[src/rtl/ecd_pkg.sv]
// Eye closure detector: shared constants, register codes, FSM states and control struct.
// No dependencies; every other file of the block imports this package.
package ecd_pkg;

    localparam int ECD_COORD_BITS      = 12;
    localparam int ECD_RATIO_FRAC_BITS = 14;
    localparam int ECD_RUN_COUNT_BITS  = 8;

    // distances carry this many fraction bits (radicand scaled by 2**(2*frac))
    localparam int ECD_DIST_FRAC = 8;

    localparam int ECD_RATIO_W = 16;
    localparam logic [ECD_RATIO_W-1:0] ECD_RATIO_MAX = '1;

    localparam int ECD_THRESH_W = 16;
    localparam int ECD_FRAMES_W = 8;
    localparam logic [ECD_THRESH_W-1:0] ECD_THRESH_RESET = 16'd4096;
    localparam logic [ECD_FRAMES_W-1:0] ECD_FRAMES_RESET = 8'd3;

    localparam int ECD_CFG_IDX_W  = 4;
    localparam int ECD_CFG_DATA_W = 16;

    typedef enum logic [ECD_CFG_IDX_W-1:0] {
        REG_EAR_THRESHOLD        = 4'd0,
        REG_CLOSED_FRAMES_NEEDED = 4'd1
    } ecd_reg_t;

    typedef enum logic [2:0] {
        ST_IDLE,
        ST_SQUARE,
        ST_ROOT,
        ST_RATIO_LOAD,
        ST_DIVIDE,
        ST_OUTPUT
    } ecd_state_t;

    // control from the sequencer to every distance unit
    typedef struct packed {
        logic load;
        logic sq_step;
        logic sq_last;
        logic rt_step;
    } ecd_dist_ctl_t;

endpackage

[src/rtl/ecd_if.sv]
// Eye closure detector: valid/ready channel interfaces for frames, results and configuration.
// Depends on ecd_pkg for default widths.
interface ecd_frame_if import ecd_pkg::*; #(
    parameter int COORD_BITS = ECD_COORD_BITS
) ();
    logic                    valid;
    logic                    ready;
    logic [2*COORD_BITS-1:0] left_eye_p1;
    logic [2*COORD_BITS-1:0] left_eye_p2;
    logic [2*COORD_BITS-1:0] left_eye_p3;
    logic [2*COORD_BITS-1:0] left_eye_p4;
    logic [2*COORD_BITS-1:0] left_eye_p5;
    logic [2*COORD_BITS-1:0] left_eye_p6;
    logic [2*COORD_BITS-1:0] right_eye_p1;
    logic [2*COORD_BITS-1:0] right_eye_p2;
    logic [2*COORD_BITS-1:0] right_eye_p3;
    logic [2*COORD_BITS-1:0] right_eye_p4;
    logic [2*COORD_BITS-1:0] right_eye_p5;
    logic [2*COORD_BITS-1:0] right_eye_p6;

    modport source (
        output valid, left_eye_p1, left_eye_p2, left_eye_p3, left_eye_p4, left_eye_p5,
               left_eye_p6, right_eye_p1, right_eye_p2, right_eye_p3, right_eye_p4,
               right_eye_p5, right_eye_p6,
        input  ready
    );
    modport sink (
        input  valid, left_eye_p1, left_eye_p2, left_eye_p3, left_eye_p4, left_eye_p5,
               left_eye_p6, right_eye_p1, right_eye_p2, right_eye_p3, right_eye_p4,
               right_eye_p5, right_eye_p6,
        output ready
    );
endinterface

interface ecd_result_if import ecd_pkg::*; #(
    parameter int RUN_COUNT_BITS = ECD_RUN_COUNT_BITS
) ();
    logic                      valid;
    logic                      ready;
    logic                      closed_flag;
    logic [ECD_RATIO_W-1:0]    ear_average;
    logic [RUN_COUNT_BITS-1:0] closed_run;

    modport source (output valid, closed_flag, ear_average, closed_run, input ready);
    modport sink   (input  valid, closed_flag, ear_average, closed_run, output ready);
endinterface

interface ecd_cfg_if import ecd_pkg::*; ();
    logic                      valid;
    logic                      ready;
    logic [ECD_CFG_IDX_W-1:0]  index;
    logic [ECD_CFG_DATA_W-1:0] data;

    modport source (output valid, index, data, input ready);
    modport sink   (input  valid, index, data, output ready);
endinterface

[src/rtl/ecd_dist.sv]
// Eye closure detector: bit-serial Euclidean distance unit, shift-add square then digit-by-digit root.
// Depends on ecd_pkg; sequenced by eye_closure_detector through ecd_dist_ctl_t.
module ecd_dist import ecd_pkg::*; #(
    parameter int COORD_BITS = ECD_COORD_BITS
) (
    input  logic                                  clk,
    input  ecd_dist_ctl_t                         ctl,
    input  logic [2*COORD_BITS-1:0]               p,
    input  logic [2*COORD_BITS-1:0]               q,
    output logic [COORD_BITS+ECD_DIST_FRAC:0]     span
);

    localparam int SQ_W   = 2*COORD_BITS + 1;
    localparam int ROOT_W = COORD_BITS + ECD_DIST_FRAC + 1;
    localparam int RAD_W  = 2*ROOT_W;
    localparam int REM_W  = ROOT_W + 2;

    logic signed [COORD_BITS:0] dx, dy;
    logic [COORD_BITS-1:0]      mag_x, mag_y;

    logic [COORD_BITS-1:0] mplx_reg, mplx_next, mply_reg, mply_next;
    logic [SQ_W-2:0]       mcx_reg, mcx_next, mcy_reg, mcy_next;
    logic [SQ_W-1:0]       acc_reg, acc_next;
    logic [RAD_W-1:0]      rad_reg, rad_next;
    logic [REM_W-1:0]      rem_reg, rem_next, rem_sh, trial;
    logic [ROOT_W-1:0]     root_reg, root_next;
    logic                  go;

    always_comb
    begin
        dx = $signed({p[2*COORD_BITS-1], p[2*COORD_BITS-1:COORD_BITS]})
           - $signed({q[2*COORD_BITS-1], q[2*COORD_BITS-1:COORD_BITS]});
        dy = $signed({p[COORD_BITS-1], p[COORD_BITS-1:0]})
           - $signed({q[COORD_BITS-1], q[COORD_BITS-1:0]});
        mag_x = dx[COORD_BITS] ? COORD_BITS'(-dx) : COORD_BITS'(dx);
        mag_y = dy[COORD_BITS] ? COORD_BITS'(-dy) : COORD_BITS'(dy);

        // one multiplier bit of each square per step
        acc_next = acc_reg + (mplx_reg[0] ? SQ_W'(mcx_reg) : '0)
                           + (mply_reg[0] ? SQ_W'(mcy_reg) : '0);

        // bring down two radicand bits, try root*4+1
        rem_sh = {rem_reg[REM_W-3:0], rad_reg[RAD_W-1 -: 2]};
        trial  = {root_reg, 2'b01};
        go     = rem_sh >= trial;

        mplx_next = mplx_reg;
        mply_next = mply_reg;
        mcx_next  = mcx_reg;
        mcy_next  = mcy_reg;
        rad_next  = rad_reg;
        rem_next  = rem_reg;
        root_next = root_reg;

        if (ctl.load)
        begin
            mplx_next = mag_x;
            mply_next = mag_y;
            mcx_next  = (SQ_W-1)'(mag_x);
            mcy_next  = (SQ_W-1)'(mag_y);
        end
        else if (ctl.sq_step)
        begin
            mplx_next = mplx_reg >> 1;
            mply_next = mply_reg >> 1;
            mcx_next  = mcx_reg << 1;
            mcy_next  = mcy_reg << 1;
        end

        if (ctl.sq_step && ctl.sq_last)
        begin
            rad_next  = {1'b0, acc_next, {(2*ECD_DIST_FRAC){1'b0}}};
            rem_next  = '0;
            root_next = '0;
        end
        else if (ctl.rt_step)
        begin
            rad_next  = rad_reg << 2;
            rem_next  = go ? REM_W'(rem_sh - trial) : rem_sh;
            root_next = {root_reg[ROOT_W-2:0], go};
        end
    end

    always_ff @(posedge clk)
    begin
        mplx_reg <= mplx_next;
        mply_reg <= mply_next;
        mcx_reg  <= mcx_next;
        mcy_reg  <= mcy_next;
        rad_reg  <= rad_next;
        rem_reg  <= rem_next;
        root_reg <= root_next;
        if (ctl.load)
            acc_reg <= '0;
        else if (ctl.sq_step)
            acc_reg <= acc_next;
    end

    assign span = root_reg;

endmodule

[src/rtl/eye_closure_detector.sv]
// Eye closure detector top level: sequencer, six distance units, two serial dividers, run counter.
// Depends on ecd_pkg, ecd_if (channel interfaces) and ecd_dist.
//
//   channel     dir   handshake      word
//   frame_in    in    valid/ready    twelve packed landmarks, x in high half, y in low half
//   result_out  out   valid/ready    closed_flag, ear_average, closed_run
//   cfg         in    valid/ready    register index and write data (always ready)
//
// One frame at a time: a load, the squaring steps (one multiplier bit each), the root steps
// (one root bit each), a ratio setup, the divide steps (one quotient bit each) and the output
// state; the six distance units step in parallel. The output register lets the next frame be
// taken while a result waits; a finished frame stalls in the output state until result_out
// is free. Reset clears run count and output valid and loads the register defaults.
module eye_closure_detector import ecd_pkg::*; #(
    parameter int COORD_BITS      = ECD_COORD_BITS,
    parameter int RATIO_FRAC_BITS = ECD_RATIO_FRAC_BITS,
    parameter int RUN_COUNT_BITS  = ECD_RUN_COUNT_BITS
) (
    input  logic      clk,
    input  logic      rst_n,
    ecd_frame_if.sink    frame_in,
    ecd_result_if.source result_out,
    ecd_cfg_if.sink      cfg
);

    localparam int ROOT_W    = COORD_BITS + ECD_DIST_FRAC + 1;
    localparam int D_W       = ROOT_W + 1;
    localparam int NUM_W     = D_W + RATIO_FRAC_BITS;
    localparam int CMP_W     = NUM_W + ECD_RATIO_W + 1;
    localparam int CNT_W     = $clog2(ROOT_W + 1);
    localparam int RUN_CMP_W = (RUN_COUNT_BITS > ECD_FRAMES_W) ? RUN_COUNT_BITS : ECD_FRAMES_W;

    ecd_state_t state_reg, state_next;
    logic [CNT_W-1:0] step_reg, step_next;

    ecd_dist_ctl_t ctl;
    logic in_ready, div_load, div_step, out_load, slot_free;

    logic [2*COORD_BITS-1:0] pts [12];
    logic [ROOT_W-1:0] dist_a [2];
    logic [ROOT_W-1:0] dist_b [2];
    logic [ROOT_W-1:0] dist_c [2];

    // serial dividers, one per eye
    logic [D_W-1:0]         sum_ab [2];
    logic [D_W-1:0]         den_new [2];
    logic [NUM_W-1:0]       num [2];
    logic                   sat_new [2];
    logic [D_W:0]           div_tr [2];
    logic                   div_go [2];
    logic [D_W-1:0]         den_reg [2], den_next [2];
    logic [D_W-1:0]         rem_reg [2], rem_next [2];
    logic [ECD_RATIO_W-1:0] nlow_reg [2], nlow_next [2];
    logic [ECD_RATIO_W-1:0] quo_reg [2], quo_next [2];
    logic                   sat_reg [2], sat_next [2];
    logic                   zero_reg [2], zero_next [2];
    logic [ECD_RATIO_W-1:0] ratio [2];

    logic [ECD_RATIO_W:0]    ratio_sum;
    logic [ECD_RATIO_W-1:0]  avg;
    logic                    low;

    logic [ECD_THRESH_W-1:0]   thresh_reg, thresh_next;
    logic [ECD_FRAMES_W-1:0]   frames_reg, frames_next;
    logic [RUN_COUNT_BITS-1:0] run_reg, run_next;

    logic                      out_valid_reg, out_valid_next;
    logic                      closed_reg;
    logic [ECD_RATIO_W-1:0]    avg_reg;
    logic [RUN_COUNT_BITS-1:0] run_out_reg;

    assign pts[0]  = frame_in.left_eye_p1;
    assign pts[1]  = frame_in.left_eye_p2;
    assign pts[2]  = frame_in.left_eye_p3;
    assign pts[3]  = frame_in.left_eye_p4;
    assign pts[4]  = frame_in.left_eye_p5;
    assign pts[5]  = frame_in.left_eye_p6;
    assign pts[6]  = frame_in.right_eye_p1;
    assign pts[7]  = frame_in.right_eye_p2;
    assign pts[8]  = frame_in.right_eye_p3;
    assign pts[9]  = frame_in.right_eye_p4;
    assign pts[10] = frame_in.right_eye_p5;
    assign pts[11] = frame_in.right_eye_p6;

    for (genvar e = 0; e < 2; e++)
    begin : g_eye
        // vertical spans p2-p6 and p3-p5, horizontal span p1-p4
        ecd_dist #(.COORD_BITS(COORD_BITS)) u_dist_a (
            .clk(clk), .ctl(ctl), .p(pts[6*e+1]), .q(pts[6*e+5]), .span(dist_a[e])
        );
        ecd_dist #(.COORD_BITS(COORD_BITS)) u_dist_b (
            .clk(clk), .ctl(ctl), .p(pts[6*e+2]), .q(pts[6*e+4]), .span(dist_b[e])
        );
        ecd_dist #(.COORD_BITS(COORD_BITS)) u_dist_c (
            .clk(clk), .ctl(ctl), .p(pts[6*e]), .q(pts[6*e+3]), .span(dist_c[e])
        );
    end

    // ---------------- sequencer ----------------
    assign slot_free = !out_valid_reg || result_out.ready;

    always_comb
    begin
        state_next = state_reg;
        unique case (state_reg)
            ST_IDLE:
                if (frame_in.valid)
                    state_next = ST_SQUARE;
            ST_SQUARE:
                if (step_reg == CNT_W'(COORD_BITS - 1))
                    state_next = ST_ROOT;
            ST_ROOT:
                if (step_reg == CNT_W'(ROOT_W - 1))
                    state_next = ST_RATIO_LOAD;
            ST_RATIO_LOAD:
                state_next = ST_DIVIDE;
            ST_DIVIDE:
                if (step_reg == CNT_W'(ECD_RATIO_W - 1))
                    state_next = ST_OUTPUT;
            ST_OUTPUT:
                if (slot_free)
                    state_next = ST_IDLE;
            default:
                state_next = ST_IDLE;
        endcase
        step_next = (state_next != state_reg) ? '0 : step_reg + 1'b1;
    end

    always_comb
    begin
        in_ready    = 1'b0;
        ctl         = '0;
        div_load    = 1'b0;
        div_step    = 1'b0;
        out_load    = 1'b0;
        unique case (state_reg)
            ST_IDLE:
            begin
                in_ready = 1'b1;
                ctl.load = frame_in.valid;
            end
            ST_SQUARE:
            begin
                ctl.sq_step = 1'b1;
                ctl.sq_last = step_reg == CNT_W'(COORD_BITS - 1);
            end
            ST_ROOT:
                ctl.rt_step = 1'b1;
            ST_RATIO_LOAD:
                div_load = 1'b1;
            ST_DIVIDE:
                div_step = 1'b1;
            ST_OUTPUT:
                out_load = slot_free;
            default:
                in_ready = 1'b0;
        endcase
    end

    always_ff @(posedge clk or negedge rst_n)
    begin
        if (!rst_n)
        begin
            state_reg <= ST_IDLE;
            step_reg  <= '0;
        end
        else
        begin
            state_reg <= state_next;
            step_reg  <= step_next;
        end
    end

    // ---------------- dividers ----------------
    always_comb
    begin
        for (int e = 0; e < 2; e++)
        begin
            sum_ab[e]  = D_W'(dist_a[e]) + D_W'(dist_b[e]);
            den_new[e] = {dist_c[e], 1'b0};
            num[e]     = {sum_ab[e], {RATIO_FRAC_BITS{1'b0}}};
            // quotient of 2**16 or more saturates; a zero span lands here too
            sat_new[e] = CMP_W'(num[e]) >= (CMP_W'(den_new[e]) << ECD_RATIO_W);
            div_tr[e]  = {rem_reg[e], nlow_reg[e][ECD_RATIO_W-1]};
            div_go[e]  = div_tr[e] >= {1'b0, den_reg[e]};

            den_next[e]  = den_reg[e];
            rem_next[e]  = rem_reg[e];
            nlow_next[e] = nlow_reg[e];
            quo_next[e]  = quo_reg[e];
            sat_next[e]  = sat_reg[e];
            zero_next[e] = zero_reg[e];
            if (div_load)
            begin
                den_next[e]  = den_new[e];
                rem_next[e]  = D_W'(num[e] >> ECD_RATIO_W);
                nlow_next[e] = num[e][ECD_RATIO_W-1:0];
                quo_next[e]  = '0;
                sat_next[e]  = sat_new[e];
                zero_next[e] = dist_c[e] == '0;
            end
            else if (div_step)
            begin
                rem_next[e]  = div_go[e] ? D_W'(div_tr[e] - {1'b0, den_reg[e]})
                                         : D_W'(div_tr[e]);
                nlow_next[e] = nlow_reg[e] << 1;
                quo_next[e]  = {quo_reg[e][ECD_RATIO_W-2:0], div_go[e]};
            end

            ratio[e] = zero_reg[e] ? '0 : (sat_reg[e] ? ECD_RATIO_MAX : quo_reg[e]);
        end
    end

    always_ff @(posedge clk)
    begin
        for (int e = 0; e < 2; e++)
        begin
            den_reg[e]  <= den_next[e];
            rem_reg[e]  <= rem_next[e];
            nlow_reg[e] <= nlow_next[e];
            quo_reg[e]  <= quo_next[e];
            sat_reg[e]  <= sat_next[e];
            zero_reg[e] <= zero_next[e];
        end
    end

    // ---------------- run counter and output register ----------------
    always_comb
    begin
        ratio_sum = {1'b0, ratio[0]} + {1'b0, ratio[1]};
        avg       = ratio_sum[ECD_RATIO_W:1];
        low       = avg < thresh_reg;

        run_next = run_reg;
        if (out_load)
        begin
            if (!low)
                run_next = '0;
            else if (run_reg != '1)
                run_next = run_reg + 1'b1;
        end

        out_valid_next = out_valid_reg;
        if (out_load)
            out_valid_next = 1'b1;
        else if (result_out.ready)
            out_valid_next = 1'b0;
    end

    always_ff @(posedge clk or negedge rst_n)
    begin
        if (!rst_n)
        begin
            run_reg       <= '0;
            out_valid_reg <= 1'b0;
        end
        else
        begin
            run_reg       <= run_next;
            out_valid_reg <= out_valid_next;
        end
    end

    always_ff @(posedge clk)
    begin
        if (out_load)
        begin
            closed_reg  <= RUN_CMP_W'(run_next) >= RUN_CMP_W'(frames_reg);
            avg_reg     <= avg;
            run_out_reg <= run_next;
        end
    end

    assign frame_in.ready         = in_ready;
    assign result_out.valid       = out_valid_reg;
    assign result_out.closed_flag = closed_reg;
    assign result_out.ear_average = avg_reg;
    assign result_out.closed_run  = run_out_reg;

    // ---------------- configuration ----------------
    always_comb
    begin
        thresh_next = thresh_reg;
        frames_next = frames_reg;
        if (cfg.valid)
        begin
            unique case (cfg.index)
                REG_EAR_THRESHOLD:        thresh_next = cfg.data[ECD_THRESH_W-1:0];
                REG_CLOSED_FRAMES_NEEDED: frames_next = cfg.data[ECD_FRAMES_W-1:0];
                default:                  thresh_next = thresh_reg;
            endcase
        end
    end

    always_ff @(posedge clk or negedge rst_n)
    begin
        if (!rst_n)
        begin
            thresh_reg <= ECD_THRESH_RESET;
            frames_reg <= ECD_FRAMES_RESET;
        end
        else
        begin
            thresh_reg <= thresh_next;
            frames_reg <= frames_next;
        end
    end

    assign cfg.ready = 1'b1;

    // ---------------- assertions ----------------
    a_one_frame_in_flight: assert property (@(posedge clk) disable iff (!rst_n)
        frame_in.valid && frame_in.ready |=> !frame_in.ready)
        else $error("frame taken while another is in flight");

    a_root_complete: assert property (@(posedge clk) disable iff (!rst_n)
        state_reg == ST_RATIO_LOAD |-> $past(state_reg) == ST_ROOT
                                       && $past(step_reg) == CNT_W'(ROOT_W - 1))
        else $error("ratio setup entered before the root finished");

    a_run_step: assert property (@(posedge clk) disable iff (!rst_n)
        out_load |=> run_reg == '0 || run_reg == $past(run_reg) + 1'b1
                     || (run_reg == $past(run_reg) && run_reg == '1))
        else $error("run count moved by other than one step");

    a_high_clears_run: assert property (@(posedge clk) disable iff (!rst_n)
        out_load && !low |=> result_out.closed_run == '0)
        else $error("run not cleared by a high ratio");

endmodule

[src/flat_wrapper.sv]
// flat-port wrapper written by rule: the top's interface ports become plain ports
module eye_closure_detector_flat import ecd_pkg::*;
#(
    parameter int COORD_BITS      = ECD_COORD_BITS,
    parameter int RATIO_FRAC_BITS = ECD_RATIO_FRAC_BITS,
    parameter int RUN_COUNT_BITS  = ECD_RUN_COUNT_BITS
)
  (clk, rst_n, frame_in_valid, frame_in_left_eye_p1, frame_in_left_eye_p2, frame_in_left_eye_p3, frame_in_left_eye_p4, frame_in_left_eye_p5, frame_in_left_eye_p6, frame_in_right_eye_p1, frame_in_right_eye_p2, frame_in_right_eye_p3, frame_in_right_eye_p4, frame_in_right_eye_p5, frame_in_right_eye_p6, frame_in_ready, result_out_valid, result_out_closed_flag, result_out_ear_average, result_out_closed_run, result_out_ready, cfg_valid, cfg_index, cfg_data, cfg_ready);
  ecd_frame_if #(.COORD_BITS(COORD_BITS)) frame_in_i ();
  ecd_result_if #(.RUN_COUNT_BITS(RUN_COUNT_BITS)) result_out_i ();
  ecd_cfg_if cfg_i ();
  input  logic clk;
  input  logic rst_n;
  input wire logic [$bits(frame_in_i.valid)-1:0] frame_in_valid;
  input wire logic [$bits(frame_in_i.left_eye_p1)-1:0] frame_in_left_eye_p1;
  input wire logic [$bits(frame_in_i.left_eye_p2)-1:0] frame_in_left_eye_p2;
  input wire logic [$bits(frame_in_i.left_eye_p3)-1:0] frame_in_left_eye_p3;
  input wire logic [$bits(frame_in_i.left_eye_p4)-1:0] frame_in_left_eye_p4;
  input wire logic [$bits(frame_in_i.left_eye_p5)-1:0] frame_in_left_eye_p5;
  input wire logic [$bits(frame_in_i.left_eye_p6)-1:0] frame_in_left_eye_p6;
  input wire logic [$bits(frame_in_i.right_eye_p1)-1:0] frame_in_right_eye_p1;
  input wire logic [$bits(frame_in_i.right_eye_p2)-1:0] frame_in_right_eye_p2;
  input wire logic [$bits(frame_in_i.right_eye_p3)-1:0] frame_in_right_eye_p3;
  input wire logic [$bits(frame_in_i.right_eye_p4)-1:0] frame_in_right_eye_p4;
  input wire logic [$bits(frame_in_i.right_eye_p5)-1:0] frame_in_right_eye_p5;
  input wire logic [$bits(frame_in_i.right_eye_p6)-1:0] frame_in_right_eye_p6;
  output wire logic [$bits(frame_in_i.ready)-1:0] frame_in_ready;
  output wire logic [$bits(result_out_i.valid)-1:0] result_out_valid;
  output wire logic [$bits(result_out_i.closed_flag)-1:0] result_out_closed_flag;
  output wire logic [$bits(result_out_i.ear_average)-1:0] result_out_ear_average;
  output wire logic [$bits(result_out_i.closed_run)-1:0] result_out_closed_run;
  input wire logic [$bits(result_out_i.ready)-1:0] result_out_ready;
  input wire logic [$bits(cfg_i.valid)-1:0] cfg_valid;
  input wire logic [$bits(cfg_i.index)-1:0] cfg_index;
  input wire logic [$bits(cfg_i.data)-1:0] cfg_data;
  output wire logic [$bits(cfg_i.ready)-1:0] cfg_ready;
  assign frame_in_i.valid = frame_in_valid;
  assign frame_in_i.left_eye_p1 = frame_in_left_eye_p1;
  assign frame_in_i.left_eye_p2 = frame_in_left_eye_p2;
  assign frame_in_i.left_eye_p3 = frame_in_left_eye_p3;
  assign frame_in_i.left_eye_p4 = frame_in_left_eye_p4;
  assign frame_in_i.left_eye_p5 = frame_in_left_eye_p5;
  assign frame_in_i.left_eye_p6 = frame_in_left_eye_p6;
  assign frame_in_i.right_eye_p1 = frame_in_right_eye_p1;
  assign frame_in_i.right_eye_p2 = frame_in_right_eye_p2;
  assign frame_in_i.right_eye_p3 = frame_in_right_eye_p3;
  assign frame_in_i.right_eye_p4 = frame_in_right_eye_p4;
  assign frame_in_i.right_eye_p5 = frame_in_right_eye_p5;
  assign frame_in_i.right_eye_p6 = frame_in_right_eye_p6;
  assign frame_in_ready = frame_in_i.ready;
  assign result_out_valid = result_out_i.valid;
  assign result_out_closed_flag = result_out_i.closed_flag;
  assign result_out_ear_average = result_out_i.ear_average;
  assign result_out_closed_run = result_out_i.closed_run;
  assign result_out_i.ready = result_out_ready;
  assign cfg_i.valid = cfg_valid;
  assign cfg_i.index = cfg_index;
  assign cfg_i.data = cfg_data;
  assign cfg_ready = cfg_i.ready;
  eye_closure_detector #(.COORD_BITS(COORD_BITS), .RATIO_FRAC_BITS(RATIO_FRAC_BITS), .RUN_COUNT_BITS(RUN_COUNT_BITS)) u_core (.clk(clk), .rst_n(rst_n), .frame_in(frame_in_i), .result_out(result_out_i), .cfg(cfg_i));
endmodule
[config.mk]
export PLATFORM = sky130hd
export DESIGN_NAME = eye_closure_detector_flat
export DESIGN_NICKNAME = d
export VERILOG_FILES = /design/src/rtl/ecd_pkg.sv /design/src/rtl/ecd_if.sv /design/src/rtl/ecd_dist.sv /design/src/rtl/eye_closure_detector.sv /design/src/flat_wrapper.sv
export SDC_FILE = /design/constraint.sdc
export NUM_CORES = 2
export LEC_CHECK = 0
export CORE_MARGIN = 5
export CORE_UTILIZATION = 30
export CTS_CLUSTER_SIZE = 25
export DETAILED_ROUTE_END_ITERATION = 8
export DONT_BUFFER_PORTS = 1
export PLACE_DENSITY_LB_ADDON = 0.08
export SLEW_MARGIN = 20
export SYNTH_ARGS = -nofsm -noshare
export SYNTH_HDL_FRONTEND = slang
export SYNTH_SLANG_ARGS = --single-unit
[constraint.sdc]
create_clock -name clk -period 12.7 [get_ports clk]
set_clock_uncertainty 0.05 [all_clocks]
set_input_delay 1.27 -clock clk [delete_from_list [all_inputs] [get_ports clk]]
set_output_delay 1.27 -clock clk [all_outputs]
set_load 0.005 [all_outputs]
# Word level (Yosys, flattened, before mapping)
# Memory sizes are Yosys's and may differ from the RTL's.
# Cells that the tools add are included.
# Widths: inputs -> output; s select.
[totals] inputBits=313 n_memories=6 output_inout_bits=28 register_bits=1056 ramBits=156 word_cells=298
[op_classes] order_cmp=12 add_sub_neg=49 reduce_logical=12 eq_ne=11 mux=133
[memory_table] memory="u_core.den_reg" words=2 width=22 read_ports=2 rd_clocked_by_memory_dff=0 wr=2 line_no="eye_closure_detector.sv:51" rtl="logic [D_W-1:0] den_reg [2], den_next [2];"
[memory_table] memory="u_core.rem_reg" words=2 width=22 read_ports=2 rd_clocked_by_memory_dff=0 wr=2 line_no="eye_closure_detector.sv:52" rtl="logic [D_W-1:0] rem_reg [2], rem_next [2];"
[memory_table] memory="u_core.nlow_reg" words=2 width=16 read_ports=2 rd_clocked_by_memory_dff=0 wr=2 line_no="eye_closure_detector.sv:53" rtl="logic [ECD_RATIO_W-1:0] nlow_reg [2], nlow_next [2];"
[memory_table] memory="u_core.quo_reg" words=2 width=16 read_ports=2 rd_clocked_by_memory_dff=0 wr=2 line_no="eye_closure_detector.sv:54" rtl="logic [ECD_RATIO_W-1:0] quo_reg [2], quo_next [2];"
[memory_table] memory="u_core.sat_reg" words=2 width=1 read_ports=2 rd_clocked_by_memory_dff=0 wr=2 line_no="eye_closure_detector.sv:55" rtl="logic sat_reg [2], sat_next [2];"
[memory_table] memory="u_core.zero_reg" words=2 width=1 read_ports=2 rd_clocked_by_memory_dff=0 wr=2 line_no="eye_closure_detector.sv:56" rtl="logic zero_reg [2], zero_next [2];"
[ops] cell="$mux 12" n=60
[ops] cell="$mux 41" n=12
[ops] cell="$add 25x24->25" n=12
[ops] cell="$mux 24" n=12
[ops] cell="$mux 16" n=12
[ops] cell="$mux 22" n=8
[ops] cell="$sub 12x12->13" n=12
[ops] cell="$neg 12->12" n=12
[ops] cell="$ge 23x23->1" n=6
[ops] cell="$mux 21" n=6
[ops] cell="$sub 21x21->21" n=6
[ops] cell="$ge 36x38->1" n=2
[ops] cell="$ge 23x22->1" n=2
[ops] cell="$add 21x21->22" n=2
[ops] cell="$sub 22x22->22" n=2
[ops] cell="$logic_not 21->1" n=2
[ops] cell="$mux 8" n=3
[ops] cell="$pmux 3 s6" n=1
[ops] cell="$add 16x16->17" n=1
[ops] cell="$lt 16x16->1" n=1
[ops] cell="$mux 3" n=5
[ops] cell="$mux 1" n=12
[ops] cell="$eq 5x4->1 const B" n=2
[ops] cell="$add 8x1->8 const B" n=1
[ops] cell="18 further kinds" n=23

# Longest topological paths before layout
# An unclocked memory read counts as a cell.
[depth] depth_word=8 ltp_mapped=32

# Cells and area by module
# A second synthesis with hierarchy kept.
[hier_totals] cells_unflattened=8802 hier_area_um2=80890.1
[by_module_without_submodules] module="ecd_dist (u_core.g_eye[1].u_dist_a ...)" cells_per_inst=1186 area_each_um2=11005.6 instances=3 seq_area_each_um2=4033.9
[by_module_without_submodules] module="eye_closure_detector" cells_per_inst=1470 area_each_um2=13779.5 instances=1 seq_area_each_um2=5203.7
[by_module_without_submodules] module="ecd_dist (u_core.g_eye[0].u_dist_a)" cells_per_inst=1275 area_each_um2=11493.5 instances=1 seq_area_each_um2=4033.9
[by_module_without_submodules] module="ecd_dist (u_core.g_eye[0].u_dist_b)" cells_per_inst=1248 area_each_um2=11340.9 instances=1 seq_area_each_um2=4033.9
[by_module_without_submodules] module="ecd_dist (u_core.g_eye[0].u_dist_c)" cells_per_inst=1251 area_each_um2=11259.5 instances=1 seq_area_each_um2=4033.9

# Worst setup path after synthesis
# OpenSTA, ideal clock, no wires.
[synth_path] path_kind="input -> register" startpoint="input frame_in_valid" endpoint="register u_core.g_eye[0].u_dist_b.acc_reg[20]" path_slack_ps=1570 path_buffers=4 arrival_ps=10561 cell_stages=8 setup_time_ps=519 cell_sequence="and2_1 -> clkbuf_1 -> buf_2 -> nor2_1 -> inv_1 -> clkbuf_1 -> clkbuf_1 -> o22ai_1"
[synth_via] elab_chain_cells=1
[synth_rtl] element="start: declaration" line_no="flat_wrapper.sv:14" rtl="input wire logic [$bits(frame_in_i.valid)-1:0] frame_in_valid;"
[synth_rtl] element="$mux 1" line_no="eye_closure_detector.sv:136" rtl="unique case (state_reg)"
[synth_rtl] element="end signal: assignment" line_no="ecd_dist.sv:96" rtl="acc_reg <= acc_next;"
[synth_rtl] element="end: declaration" line_no="ecd_dist.sv:23" rtl="logic [SQ_W-1:0] acc_reg, acc_next;"
# No other way between the ends.
# A chain may end at the register's enable or synchronous reset.

==> results.toml <==
[routing]
postRouteAntennaNets = 0
drc = 0
viasPerCell = 4.847
vias = 59910
drt_iter0_drc = 2840
wl_per_cell_microns = 16.46
drt_wl_total_microns = 203400
firstDrtPassIters = 5

[place]
hpwl_microns = 145500
place_ws_ns = 5.990
io_buffer_count = 0
gp_congestion = 0.7941

[synthesis]
synth_area_sq_mm = 0.07769
syn_area_per_cell_sq_um = 8.647
ys_seq_area_share_pct = 37.85
ys.flop_type = "dfxtp_1"
synthDistinctLibCells = 102
synthesis.nets = 10060
yosysWarnings = 0
synth_edf_count = 553
synth_seq_cells = 1182
async_flop_share_pct = 3.469
netlist_instances = 8985

[setup_path]
cp_data_arrival_time_ns = 7.16
ff2ff_path_depth = 31
r2r_start = "u_core.sat_reg[0][0]"
slowest_stage = "a2111oi_2"
crit_path_frequent_cell = "o21ai_0"
crit_start = "u_core.sat_reg[0][0]"
crit_fanout = 16
max_stage_delay_ns = 0.75
path_class = "reg2reg"
cp.required_ns = 13.20
critPathLaunchType = "flip-flop"
endpoint_kind = "flip-flop"

[power]
p_clk_share_pct = 16.8
ir_drop_v = 0.0002240
p_seq_share_pct = 24.9
p_sw_share_pct = 44.02
p_sw_mw = 11.26
p_int_mw = 14.31
powerDensity_mw_per_mm2 = 297.0
leakage_nw = 36.79
power_frac_comb_pct = 58.4

[global_routing]
grtUsageTotal_pct = 14.68
grt_pass1_wl_microns = 328100
antenna_found_initial = 3
grt_overflow = 0
grt_max_degree = 200
grt_pass1_vias = 60030

[sta]
drv_slew = 0
finalSetupTns_ns = 0
fmaxAchievable_ghz = 0.1501
grt_setup_unrepaired = "no"
finalCritPeriodShare_pct = 52.47
setup_violations = 0
finalHoldViolCount = 0
max_slew_margin_pct = 27.91
min_period_ns = 6.663
fin_ws_ns = 6.037
worst_pin_slew_ns = 1.081

[clock_network]
clkSinkCount = 1182
cts_root_buf = "clkbuf_16"
clk_pin_slew_ns = 0.06
clk_latency_ns = 0.79
holdBufCountCts = 0
cts_buffer_depth = 3
cts-htree-levels = 4
cts_resized = 0
cts_tree = "done"
cts_buffers = 152
cts_setup_buffers = 0

[flow_run]
cap_violations = 0

[cells_and_area]
syn2layout_area_growth_pct = 10.82
post-route-util_pct = 33.45
nets = 9925
drive_gt1_share_pct = 4.413

[die]
fp.dieW_microns = 518.9
coreArea_sq_mm = 0.2574
die_area_sq_mm = 0.2693
placementRows = 186
start_util_pct = 30.18
die_y_microns = 518.9
io_pins = 341

[outcome]
status = "completed"

[hold_path]
hp-class = "in2async"
[critical path: cells and delay by family, from the launching register on]
kind / cells / cell delay (ns)
AOI/OAI and AO/OA: 17 / 3.43
adders and majority gates: 3 / 1.09
DFF: 1 / 0.70
and+or+nand+nor: 11 / 1.14
[final cells by class]
class | instances | area (sq um)
Fill cell | 26910 | 171300
Multi-Input combinational cell | 6519 | 43510
Sequential cell | 1182 | 29410
Clock buffer | 227 | 4328
Tap cell | 3384 | 4234
Inverter | 945 | 3562
Clock inverter | 52 | 590.6
Timing Repair Buffer | 49 | 457.9
Antenna cell | 2 | 5.005
[synth_stat cells, types with 50 or more instances]
master / count / area (sq um)
a21o_1: 186 / 1396
a21oi_1: 435 / 2177
a22o_1: 65 / 569.3
and3_1: 66 / 412.9
clkbuf_1: 297 / 1115
dfxtp_1: 588 / 11770
edfxtp_1: 553 / 16610
fa_1: 167 / 3343
ha_1: 596 / 7457
inv_1: 944 / 3543
mux2i_1: 107 / 1071
nand2_1: 1408 / 5285
nand2b_1: 66 / 412.9
nand3_1: 261 / 1306
nor2_1: 540 / 2027
nor2b_1: 92 / 575.6
nor3_1: 150 / 750.7
o21a_1: 239 / 1794
o21ai_0: 825 / 4129
o21ai_1: 52 / 260.3
o21bai_1: 50 / 375.4
o31ai_1: 52 / 390.4
xnor2_1: 333 / 2917
xor2_1: 159 / 1393
[per-stage QoR]
stage / hold WS (ns) / power [mW] / cell area [sq um] / cells
after global placement: 0.3853 / 21.39 / 81130 / 12080
after floorplan: 0.3676 / 18.10 / 77690 / 8985
after CTS: 0.01747 / 25.96 / 86050 / 12360
final: 0.1235 / 25.57 / 86100 / 12360
after global routing: 0.04209 / 28.19 / 86090 / 12360
after detailed placement: 0.3843 / 21.46 / 81130 / 12080
[cells by family (layout without fill, tap and decap cells)]
| family | Yosys count | count (layout) | synth area share (%) |
|---|---|---|---|
| other | 1 | 3 | 0.004827 |
| multiplexers | 144 | 144 | 1.921 |
| adder cells (fa/ha/maj) | 763 | 763 | 13.90 |
| XOR/XNOR | 492 | 492 | 5.546 |
| buffers and inverters | 1284 | 1273 | 6.279 |
| AND/OR/NAND/NOR | 2811 | 2811 | 15.87 |
| AO/OA/AOI/OAI | 2308 | 2308 | 18.63 |
| flip-flops | 1182 | 1182 | 37.85 |
[routing by layer]
layer	up-vias	global-route usage (%)	share of wire [%]
met3	200	2.057	2.9
li1	30790	-	-
met1	28160	20.90	51
met5	-	0	0
met4	0	3.065	1.6
met2	752	23.68	44
[path summary, 6_finish.rpt]
| path | endpoint | slack, ns |
|---|---|---|
| min in group clk | u_core.g_eye[1].u_dist_a.rad_reg[41] | 0.40 |
| setup reg to reg | u_core.result_out.closed_flag | 6.04 |
| hold reg to reg | u_core.g_eye[1].u_dist_a.rad_reg[41] | 0.40 |
| max in group asynchronous | u_core.frames_reg[1] | 12.27 |
| setup / recovery | u_core.result_out.closed_flag | 6.04 |
| hold / removal | u_core.result_out.valid | 0.12 |
[power groups by stage]
| stage | clock [mW] | sequential, mW | combinational, mW |
|---|---|---|---|
| detailed placement | 0 | 6.45 | 15.0 |
| global route | 4.62 | 6.52 | 17.0 |
| CTS | 4.48 | 6.39 | 15.1 |
| global placement | 0 | 6.45 | 14.9 |
| floorplan | 0 | 6.22 | 11.9 |
| finish | 4.29 | 6.36 | 14.9 |
[cell usage in the layout, fill, tap and decap left out, types with 50 or more instances in the layout]
cell type / instances
nand2_1: 1405
o21ai_1: 53
o31ai_1: 52
xnor2_1: 333
nand2b_1: 65
nand3_1: 261
nor3_1: 149
fa_1: 167
o21ai_0: 824
a22o_1: 65
nor2_1: 534
a21o_1: 186
edfxtp_1: 553
xor2_1: 159
ha_1: 596
and3_1: 66
o21bai_1: 50
mux2i_1: 107
clkbuf_1: 53
o21a_1: 239
clkbuf_16: 154
dfxtp_1: 588
nor2b_1: 92
inv_1: 940
a21oi_1: 435
(Power assumes the default switching activity.)
